`src/sv/pcfc_pkg.sv`:
```
// Shared types and codes for the flow-control credit bucket block.
// No dependencies; every other file of the block imports this package.
package pcfc_pkg;

    localparam int FUNC_W     = 2;
    localparam int VF_W       = 6;
    localparam int CLS_W      = 2;
    localparam int FIELD_W    = 16;
    localparam int WEIGHT_W   = 8;
    localparam int CFG_IDX_W  = 2;
    localparam int CFG_DATA_W = 8;

    localparam logic [FUNC_W-1:0] FUNC_CHECK   = 2'd0;
    localparam logic [FUNC_W-1:0] FUNC_CONSUME = 2'd1;
    localparam logic [FUNC_W-1:0] FUNC_UPDATE  = 2'd2;
    localparam logic [FUNC_W-1:0] FUNC_INIT    = 2'd3;

    localparam logic [CLS_W-1:0] CLS_POSTED     = 2'd0;
    localparam logic [CLS_W-1:0] CLS_NONPOSTED  = 2'd1;
    localparam logic [CLS_W-1:0] CLS_COMPLETION = 2'd2;

    localparam logic [CFG_IDX_W-1:0] CFG_WEIGHT_POSTED     = 2'd0;
    localparam logic [CFG_IDX_W-1:0] CFG_WEIGHT_NONPOSTED  = 2'd1;
    localparam logic [CFG_IDX_W-1:0] CFG_WEIGHT_COMPLETION = 2'd2;

    localparam logic [WEIGHT_W-1:0] WEIGHT_RESET = 8'd1;

    typedef struct packed {
        logic capture;
        logic exec;
    } pcfc_cmd_t;

endpackage

```
`src/sv/pcfc_ctrl.sv`:
```
// Controller of the credit bucket block: sequences capture and execution of one beat.
// Depends on pcfc_pkg for the command struct.
module pcfc_ctrl
    import pcfc_pkg::*;
(
    input  logic      aclk,
    input  logic      aresetn,
    input  logic      s_valid,
    output logic      s_ready,
    output logic      m_valid,
    input  logic      m_ready,
    output pcfc_cmd_t cmd
);

    localparam logic S_IDLE = 1'b0;
    localparam logic S_EXEC = 1'b1;

    logic state_reg;
    logic state_next;
    logic m_valid_reg;
    logic m_valid_next;
    logic out_free;

    assign s_ready     = (state_reg == S_IDLE);
    assign out_free    = !m_valid_reg || m_ready;
    assign cmd.capture = s_valid && s_ready;
    assign cmd.exec    = (state_reg == S_EXEC) && out_free;
    assign m_valid     = m_valid_reg;

    always_comb begin
        state_next = state_reg;
        unique case (state_reg)
            S_IDLE: begin
                if (cmd.capture) begin
                    state_next = S_EXEC;
                end
            end
            S_EXEC: begin
                if (cmd.exec) begin
                    state_next = S_IDLE;
                end
            end
            default: state_next = S_IDLE;
        endcase
    end

    always_comb begin
        m_valid_next = m_valid_reg;
        priority if (cmd.exec) begin
            m_valid_next = 1'b1;
        end else if (m_ready) begin
            m_valid_next = 1'b0;
        end
    end

    always_ff @(posedge aclk) begin
        if (!aresetn) begin
            state_reg   <= S_IDLE;
            m_valid_reg <= 1'b0;
        end else begin
            state_reg   <= state_next;
            m_valid_reg <= m_valid_next;
        end
    end

endmodule

```
`src/sv/pcfc_datapath.sv`:
```
// Datapath of the credit bucket block: bucket memories, weights and the update arithmetic.
// Depends on pcfc_pkg for codes, widths and the command struct.
module pcfc_datapath
    import pcfc_pkg::*;
#(
    parameter int NUM_VF     = 64,
    parameter int TOKEN_BITS = 16
) (
    input  logic                  aclk,
    input  logic                  aresetn,
    input  pcfc_cmd_t             cmd,
    input  logic [FUNC_W-1:0]     s_func,
    input  logic [VF_W-1:0]       s_vf_index,
    input  logic [CLS_W-1:0]      s_traffic_class,
    input  logic [FIELD_W-1:0]    s_credit_amount,
    input  logic [FIELD_W-1:0]    s_init_capacity,
    input  logic [FIELD_W-1:0]    s_init_posted,
    input  logic [FIELD_W-1:0]    s_init_nonposted,
    input  logic [FIELD_W-1:0]    s_init_completion,
    input  logic                  cfg_write,
    input  logic [CFG_IDX_W-1:0]  cfg_index,
    input  logic [CFG_DATA_W-1:0] cfg_data,
    output logic                  m_granted,
    output logic [FIELD_W-1:0]    m_tokens_now
);

    localparam int DEPTH  = (NUM_VF < (1 << VF_W)) ? NUM_VF : (1 << VF_W);
    localparam int ADDR_W = (DEPTH > 1) ? $clog2(DEPTH) : 1;
    localparam int TB     = TOKEN_BITS;
    localparam int SUM_W  = ((TB > FIELD_W) ? TB : FIELD_W) + 1;

    logic [TB-1:0] posted_mem     [DEPTH];
    logic [TB-1:0] nonposted_mem  [DEPTH];
    logic [TB-1:0] completion_mem [DEPTH];
    logic [TB-1:0] capacity_mem   [DEPTH];
    logic [DEPTH-1:0] vld_reg;

    logic [WEIGHT_W-1:0] w_posted_reg;
    logic [WEIGHT_W-1:0] w_nonposted_reg;
    logic [WEIGHT_W-1:0] w_completion_reg;

    logic [FUNC_W-1:0]  func_reg;
    logic [CLS_W-1:0]   cls_reg;
    logic [ADDR_W-1:0]  addr_reg;
    logic               hit_reg;
    logic [FIELD_W-1:0] credit_reg;
    logic [TB-1:0]      icap_reg;
    logic [TB-1:0]      ip_reg;
    logic [TB-1:0]      inp_reg;
    logic [TB-1:0]      icp_reg;
    logic [TB-1:0]      rd_p_reg;
    logic [TB-1:0]      rd_np_reg;
    logic [TB-1:0]      rd_cp_reg;
    logic [TB-1:0]      rd_cap_reg;
    logic               rd_vld_reg;
    logic               granted_reg;
    logic [FIELD_W-1:0] tokens_reg;

    logic [ADDR_W-1:0] addr_w;
    logic              in_range_w;
    logic [31:0]       icap_w;
    logic [31:0]       ip_w;
    logic [31:0]       inp_w;
    logic [31:0]       icp_w;

    assign addr_w     = s_vf_index[ADDR_W-1:0];
    assign in_range_w = (13'(s_vf_index) < 13'(NUM_VF));
    assign icap_w     = 32'(s_init_capacity);
    assign ip_w       = 32'(s_init_posted);
    assign inp_w      = 32'(s_init_nonposted);
    assign icp_w      = 32'(s_init_completion);

    logic [TB-1:0] cur_p, cur_np, cur_cp, cur_cap;
    logic [TB-1:0] max1, max2, max3;
    logic [TB-1:0] base_p, base_np, base_cp, base_cap;
    logic [TB-1:0] sel;
    logic [WEIGHT_W-1:0] wsel;
    logic          sel_ok;
    logic [31:0]   sel32;
    logic [31:0]   w32;
    logic          pass;
    logic [TB-1:0] diff;
    logic [SUM_W-1:0] sum;
    logic [TB-1:0] upd;
    logic [TB-1:0] new_sel;
    logic [TB-1:0] new_p, new_np, new_cp;
    logic          grant;
    logic [TB-1:0] now;
    logic [31:0]   now32;

    always_comb begin
        cur_p   = rd_vld_reg ? rd_p_reg   : '0;
        cur_np  = rd_vld_reg ? rd_np_reg  : '0;
        cur_cp  = rd_vld_reg ? rd_cp_reg  : '0;
        cur_cap = rd_vld_reg ? rd_cap_reg : '0;

        max1 = (ip_reg  > icap_reg) ? ip_reg  : icap_reg;
        max2 = (inp_reg > max1)     ? inp_reg : max1;
        max3 = (icp_reg > max2)     ? icp_reg : max2;

        if (func_reg == FUNC_INIT) begin
            base_p   = ip_reg;
            base_np  = inp_reg;
            base_cp  = icp_reg;
            base_cap = max3;
        end else begin
            base_p   = cur_p;
            base_np  = cur_np;
            base_cp  = cur_cp;
            base_cap = cur_cap;
        end

        unique case (cls_reg)
            CLS_POSTED: begin
                sel    = base_p;
                wsel   = w_posted_reg;
                sel_ok = 1'b1;
            end
            CLS_NONPOSTED: begin
                sel    = base_np;
                wsel   = w_nonposted_reg;
                sel_ok = 1'b1;
            end
            CLS_COMPLETION: begin
                sel    = base_cp;
                wsel   = w_completion_reg;
                sel_ok = 1'b1;
            end
            default: begin
                sel    = '0;
                wsel   = w_completion_reg;
                sel_ok = 1'b0;
            end
        endcase

        sel32 = 32'(sel);
        w32   = 32'(wsel);
        pass  = (sel32 >= w32);
        diff  = sel - w32[TB-1:0];
        sum   = SUM_W'(sel) + SUM_W'(credit_reg);
        upd   = (sum > SUM_W'(base_cap)) ? base_cap : sum[TB-1:0];

        unique case (func_reg)
            FUNC_CHECK:   new_sel = sel;
            FUNC_CONSUME: new_sel = pass ? diff : sel;
            FUNC_UPDATE:  new_sel = upd;
            FUNC_INIT:    new_sel = sel;
            default:      new_sel = sel;
        endcase

        grant = sel_ok && pass
                && ((func_reg == FUNC_CHECK) || (func_reg == FUNC_CONSUME));

        new_p  = (sel_ok && (cls_reg == CLS_POSTED))     ? new_sel : base_p;
        new_np = (sel_ok && (cls_reg == CLS_NONPOSTED))  ? new_sel : base_np;
        new_cp = (sel_ok && (cls_reg == CLS_COMPLETION)) ? new_sel : base_cp;

        now   = (hit_reg && sel_ok) ? new_sel : '0;
        now32 = 32'(now);
    end

    always_ff @(posedge aclk) begin
        if (cmd.capture) begin
            func_reg   <= s_func;
            cls_reg    <= s_traffic_class;
            addr_reg   <= addr_w;
            hit_reg    <= in_range_w;
            credit_reg <= s_credit_amount;
            icap_reg   <= icap_w[TB-1:0];
            ip_reg     <= ip_w[TB-1:0];
            inp_reg    <= inp_w[TB-1:0];
            icp_reg    <= icp_w[TB-1:0];
            rd_p_reg   <= posted_mem[addr_w];
            rd_np_reg  <= nonposted_mem[addr_w];
            rd_cp_reg  <= completion_mem[addr_w];
            rd_cap_reg <= capacity_mem[addr_w];
            rd_vld_reg <= vld_reg[addr_w];
        end
        if (cmd.exec && hit_reg) begin
            posted_mem[addr_reg]     <= new_p;
            nonposted_mem[addr_reg]  <= new_np;
            completion_mem[addr_reg] <= new_cp;
            capacity_mem[addr_reg]   <= base_cap;
        end
        if (cmd.exec) begin
            granted_reg <= hit_reg && grant;
            tokens_reg  <= now32[FIELD_W-1:0];
        end
    end

    always_ff @(posedge aclk) begin
        if (!aresetn) begin
            vld_reg          <= '0;
            w_posted_reg     <= WEIGHT_RESET;
            w_nonposted_reg  <= WEIGHT_RESET;
            w_completion_reg <= WEIGHT_RESET;
        end else begin
            if (cmd.exec && hit_reg) begin
                vld_reg[addr_reg] <= 1'b1;
            end
            if (cfg_write) begin
                unique case (cfg_index)
                    CFG_WEIGHT_POSTED:     w_posted_reg     <= cfg_data;
                    CFG_WEIGHT_NONPOSTED:  w_nonposted_reg  <= cfg_data;
                    CFG_WEIGHT_COMPLETION: w_completion_reg <= cfg_data;
                    default: ;
                endcase
            end
        end
    end

    assign m_granted    = granted_reg;
    assign m_tokens_now = tokens_reg;

endmodule

```
`src/sv/pcie_fc_credit_buckets.sv`:
```
// Flow-control credit buckets: an accepted input beat is registered in the capture
// registers, and its result is then registered in the output register and presented.
// A new beat is taken only once the last one has written back, set by the read-modify-write
// of the bucket memory: a registered read on acceptance, then the arithmetic and write-back.
// A waiting result in the output register delays the write-back cycle until it is taken.
// Reset sets the weights to one and clears the bucket valid bits at once; no clearing pass.
// Depends on pcfc_pkg, pcfc_ctrl and pcfc_datapath.
module pcie_fc_credit_buckets
    import pcfc_pkg::*;
#(
    parameter int NUM_VF     = 64,
    parameter int TOKEN_BITS = 16
) (
    input  logic                  aclk,
    input  logic                  aresetn,
    input  logic                  s_valid,
    output logic                  s_ready,
    input  logic [FUNC_W-1:0]     s_func,
    input  logic [VF_W-1:0]       s_vf_index,
    input  logic [CLS_W-1:0]      s_traffic_class,
    input  logic [FIELD_W-1:0]    s_credit_amount,
    input  logic [FIELD_W-1:0]    s_init_capacity,
    input  logic [FIELD_W-1:0]    s_init_posted,
    input  logic [FIELD_W-1:0]    s_init_nonposted,
    input  logic [FIELD_W-1:0]    s_init_completion,
    output logic                  m_valid,
    input  logic                  m_ready,
    output logic                  m_granted,
    output logic [FIELD_W-1:0]    m_tokens_now,
    input  logic                  cfg_valid,
    output logic                  cfg_ready,
    input  logic [CFG_IDX_W-1:0]  cfg_index,
    input  logic [CFG_DATA_W-1:0] cfg_data
);

    pcfc_cmd_t cmd;

    assign cfg_ready = 1'b1;

    pcfc_ctrl u_ctrl (
        .aclk    (aclk),
        .aresetn (aresetn),
        .s_valid (s_valid),
        .s_ready (s_ready),
        .m_valid (m_valid),
        .m_ready (m_ready),
        .cmd     (cmd)
    );

    pcfc_datapath #(
        .NUM_VF     (NUM_VF),
        .TOKEN_BITS (TOKEN_BITS)
    ) u_datapath (
        .aclk              (aclk),
        .aresetn           (aresetn),
        .cmd               (cmd),
        .s_func            (s_func),
        .s_vf_index        (s_vf_index),
        .s_traffic_class   (s_traffic_class),
        .s_credit_amount   (s_credit_amount),
        .s_init_capacity   (s_init_capacity),
        .s_init_posted     (s_init_posted),
        .s_init_nonposted  (s_init_nonposted),
        .s_init_completion (s_init_completion),
        .cfg_write         (cfg_valid && cfg_ready),
        .cfg_index         (cfg_index),
        .cfg_data          (cfg_data),
        .m_granted         (m_granted),
        .m_tokens_now      (m_tokens_now)
    );

endmodule

```
`config.mk`:
```
export PLATFORM = sky130hd
export DESIGN_NAME = pcie_fc_credit_buckets
export DESIGN_NICKNAME = d
export VERILOG_FILES = /design/src/sv/pcfc_pkg.sv /design/src/sv/pcfc_ctrl.sv /design/src/sv/pcfc_datapath.sv /design/src/sv/pcie_fc_credit_buckets.sv
export SDC_FILE = /design/constraint.sdc
export NUM_CORES = 2
export LEC_CHECK = 0
export BUFFER_PORTS_ARGS = -buffer_cell sky130_fd_sc_hd__buf_4
export CAP_MARGIN = 20
export CORE_ASPECT_RATIO = 1.25
export CORE_UTILIZATION = 40
export CTS_CLUSTER_SIZE = 12
export DETAILED_ROUTE_END_ITERATION = 7
export PLACE_DENSITY = 0.65
export SLEW_MARGIN = 20
export SYNTH_ARGS = -nofsm -noshare
export SYNTH_HDL_FRONTEND = slang
export SYNTH_HIERARCHICAL = 1
export SYNTH_SLANG_ARGS = --single-unit
```
`constraint.sdc`:
```
create_clock -name aclk -period 20.3 [get_ports aclk]
set_clock_uncertainty 0.15 [all_clocks]
set_input_delay 4.06 -clock aclk [delete_from_list [all_inputs] [get_ports aclk]]
set_output_delay 4.06 -clock aclk [all_outputs]
set_load 0.005 [all_outputs]
```
==> flow_metrics.py <==
metrics = {
    "run_status": {
        "status": "finished, final reports clean",
    },
    "route": {
        "routed_wl_mm": 531,
        "post_drt_wl_per_cell_um": 39.4,
        "drtIter0Drc": 13600,
        "vias_per_cell": 6.35,
        "drc_errors": 0,
        "antenna_left": 0,
        "dr.pass1.iters": 5,
        "vias": 85500,
    },
    "cts": {
        "numCtsBuffers": 419,
        "clockBufferDepth": 4,
        "cts_root_buffer": "clkbuf_16",
        "postCtsResizedCells": 0,
        "hold_buffers": 0,
        "clk_latency_ns": 0.99,
        "post_cts_buffers": 0,
        "path_clk_slew_ns": 0.06,
        "cts_tree": "done",
        "htree_levels": 5,
        "cts_sinks": 4358,
    },
    "logic_synthesis": {
        "synth_compound_area_share_pct": 1.78,
        "synth_seq_cells": 4358,
        "synth_mux_area_share_pct": 18.5,
        "synthAdderAreaFrac_pct": 0.674,
        "synth_warnings": 6,
        "ys_seq_area_share_pct": 76.7,
        "netlist_area_mm2": 0.169,
        "synthXorXnorAreaFrac_pct": 0.109,
        "synthSimpleGateAreaFrac_pct": 1.15,
        "syn_area_per_cell_um2": 23.5,
        "synth_edf_count": 4268,
        "synth_fp_nets": 7398,
        "syn_inst": 7203,
        "async_flop_share_pct": 0,
        "synthFlopType": "edfxtp_1",
        "synthDistinctLibCells": 84,
        "synth_top_family_by_area": "multiplexers",
    },
    "critical_path": {
        "worstReg2RegEnd": "u_datapath/nonposted_mem[28][5]",
        "critPathKind": "register to register",
        "reg2reg_from": "u_datapath/ip_reg[14]",
        "worstPathArrival_ns": 14.80,
        "slowest_delay_ns": 0.96,
        "r2r_setup_slack_ns": 6.02,
        "cp_slowest_cell": "mux2i_2",
        "r2r_cells": 37,
        "end_kind": "register",
        "crit_path_frequent_cell": "ha_1",
        "crit_required_ns": 20.82,
        "crit_path_start_kind": "register",
        "crit_fanout": 66,
    },
    "pwr": {
        "power.internal_w": 0.0146,
        "p_leak_nw": 59.8,
        "pwr-share-comb_pct": 8.5,
        "vdd_drop_max_v": 0.0000751,
        "seqPwrFrac_pct": 54.4,
        "netSwitchingFraction_pct": 22.8,
        "power.net_switching_w": 0.00432,
        "powerDensity_mw_per_mm2": 98.6,
        "power_w": 0.0189,
        "clkPwrFrac_pct": 37.1,
    },
    "global_routing": {
        "top_usage_layer": "met2",
        "grtUsageMet3_pct": 5.63,
        "grt_pass1_wl_mm": 713,
        "antenna_found_initial": 29,
        "grt_start_max_net_pins": 161,
        "grtUsageMet1_pct": 32.3,
        "overflow": 0,
        "use_met2_pct": 39.5,
        "grt_pass1_vias": 83900,
        "track_usage_pct": 24.6,
    },
    "job": {
        "cap_viol_max_count": 0,
    },
    "worst_hold_path": {
        "min_path_type": "register to register",
        "min_from": "u_datapath/vld_reg[42]",
        "worstHoldEndpoint": "u_datapath/vld_reg[42]",
        "min_path_cells": 1,
    },
    "placed_design": {
        "port_buffers": 123,
        "place_area_mm2": 0.180,
        "detailed_place_hpwl_mm": 291,
        "gp_congestion": 0.942,
        "post-place-cells": 12900,
    },
    "timing": {
        "slew_headroom_pct": 9.72,
        "slew_viol_final": 0,
        "setup_violations": 0,
        "fin_hold_ws_ns": 0.315,
        "rsz0062_at_grt": "no",
        "setup_tns_ns": 0,
        "timing.final.crit_share_pct": 70.4,
        "fmax_mhz": 70.0,
        "period_needed_ns": 14.28,
        "hold_viol": 0,
        "worst_pin_slew_ns": 1.35,
    },
    "die": {
        "rows": 266,
        "coreArea_mm2": 0.421,
        "initial_core_util_pct": 40.3,
        "die_x_um": 584,
        "io_pins": 125,
        "dieArea_mm2": 0.426,
        "fp.dieH_um": 730,
    },
    "layout": {
        "syn_to_final_growth_pct": 13.1,
        "final_area_mm2": 0.192,
        "instances_no_fill": 13500,
        "n_fill_cell": 34300,
        "final_layout_size_suffix_gt1_share_pct": 30.9,
        "final_nets": 7863,
    },
}
==> through the flow <==
step	util [%]	setup slack [ns]
global route	45.6	5.29
finish	45.6	6.02
global placement	42.6	5.76
floorplan	-	5.89
detailed placement	42.7	5.99
CTS	45.4	5.95
==> logic make-up after synthesis <==
group,Yosys count
AO/OA/AOI/OAI,437
flip-flops,4358
XOR/XNOR,21
other,1
multiplexers,1429
buffers and inverters,453
adder cells (fa/ha/maj),90
AND/OR/NAND/NOR,414
==> area by class of cell <==
type | instances | area, um2 | area share, %
sequential | 4358 | 130000 | 67.8
multi-input combinational | 2392 | 38900 | 20.3
clock buffer | 514 | 11000 | 5.74
tap | 5628 | 7040 | 3.67
timing repair buffer | 422 | 3910 | 2.04
clock inverter | 56 | 514 | 0.268
inverter | 75 | 282 | 0.147
antenna | 12 | 30.0 | 0.0157
==> cells in the mapped netlist, drive strengths merged, types with 27 or more instances <==
library cell	count	area (um2)
edfxtp	4268	128000
mux4	1365	30700
clkbuf	287	1080
nand2	134	503
nor2	134	503
buf	91	368
dfxtp	90	1800
ha	88	1100
a21oi	86	430
o21ai	80	400
inv	75	282
o21a	74	556
mux2i	57	574
a22oi	32	240
nor2b	32	203
a22o	29	254
nand3	27	135
==> worst max path at each step <==
stage / from / endpoint / slack [ns] / cells after the start
after floorplan: u_datapath/ip_reg[15] / u_datapath/posted_mem[0][9] / 5.89 / 42
after global placement: u_datapath/ip_reg[15] / u_datapath/posted_mem[50][0] / 5.76 / 39
after detailed placement: u_datapath/ip_reg[14] / u_datapath/completion_mem[27][11] / 5.99 / 37
after CTS: u_datapath/ip_reg[14] / u_datapath/completion_mem[34][5] / 5.95 / 37
after global routing: u_datapath/ip_reg[14] / u_datapath/nonposted_mem[12][5] / 5.29 / 37
final: u_datapath/ip_reg[14] / u_datapath/nonposted_mem[28][5] / 6.02 / 37
==> critical path, delay by kind of cell, from the launching register on <==
kind | cells | cell delay (ns)
adder cells (fa/ha/maj) | 4 | 1.38
buffers and inverters | 2 | 0.41
AO/OA/AOI/OAI | 16 | 5.82
flip-flops | 1 | 0.47
AND/OR/NAND/NOR | 12 | 3.85
multiplexers | 3 | 1.87
==> cell usage in the layout (no fill, tap or decap), types with 25 or more instances in the layout <==
| master | n |
|---|---|
| mux4_2 | 1365 |
| o21ai_0 | 57 |
| nand3_1 | 25 |
| nor2b_1 | 29 |
| clkinv_1 | 25 |
| a21oi_1 | 79 |
| clkbuf_1 | 85 |
| nor2_1 | 70 |
| inv_1 | 74 |
| nor2_4 | 62 |
| o21a_1 | 74 |
| ha_1 | 87 |
| mux2i_1 | 51 |
| nand2_1 | 134 |
| a22oi_1 | 32 |
| clkbuf_16 | 425 |
| dfxtp_1 | 90 |
| buf_4 | 374 |
| edfxtp_1 | 4268 |
==> per-layer routing <==
layer	part of all wire, %	wire length (um)
met3	11	61000
met4	5.2	27400
met2	47	251000
met5	0.015	80
met1	36	191000
==> power groups by stage <==
stage	clock network (W)	logic, W	registers, W
global route	0.00738	0.00169	0.0103
global placement	0	0.00150	0.0105
finish	0.00701	0.00161	0.0103
CTS	0.00708	0.00156	0.0103
floorplan	0	0.000910	0.0105
detailed placement	0	0.00156	0.0105
Note: power is estimated with default switching activity, not from simulation.
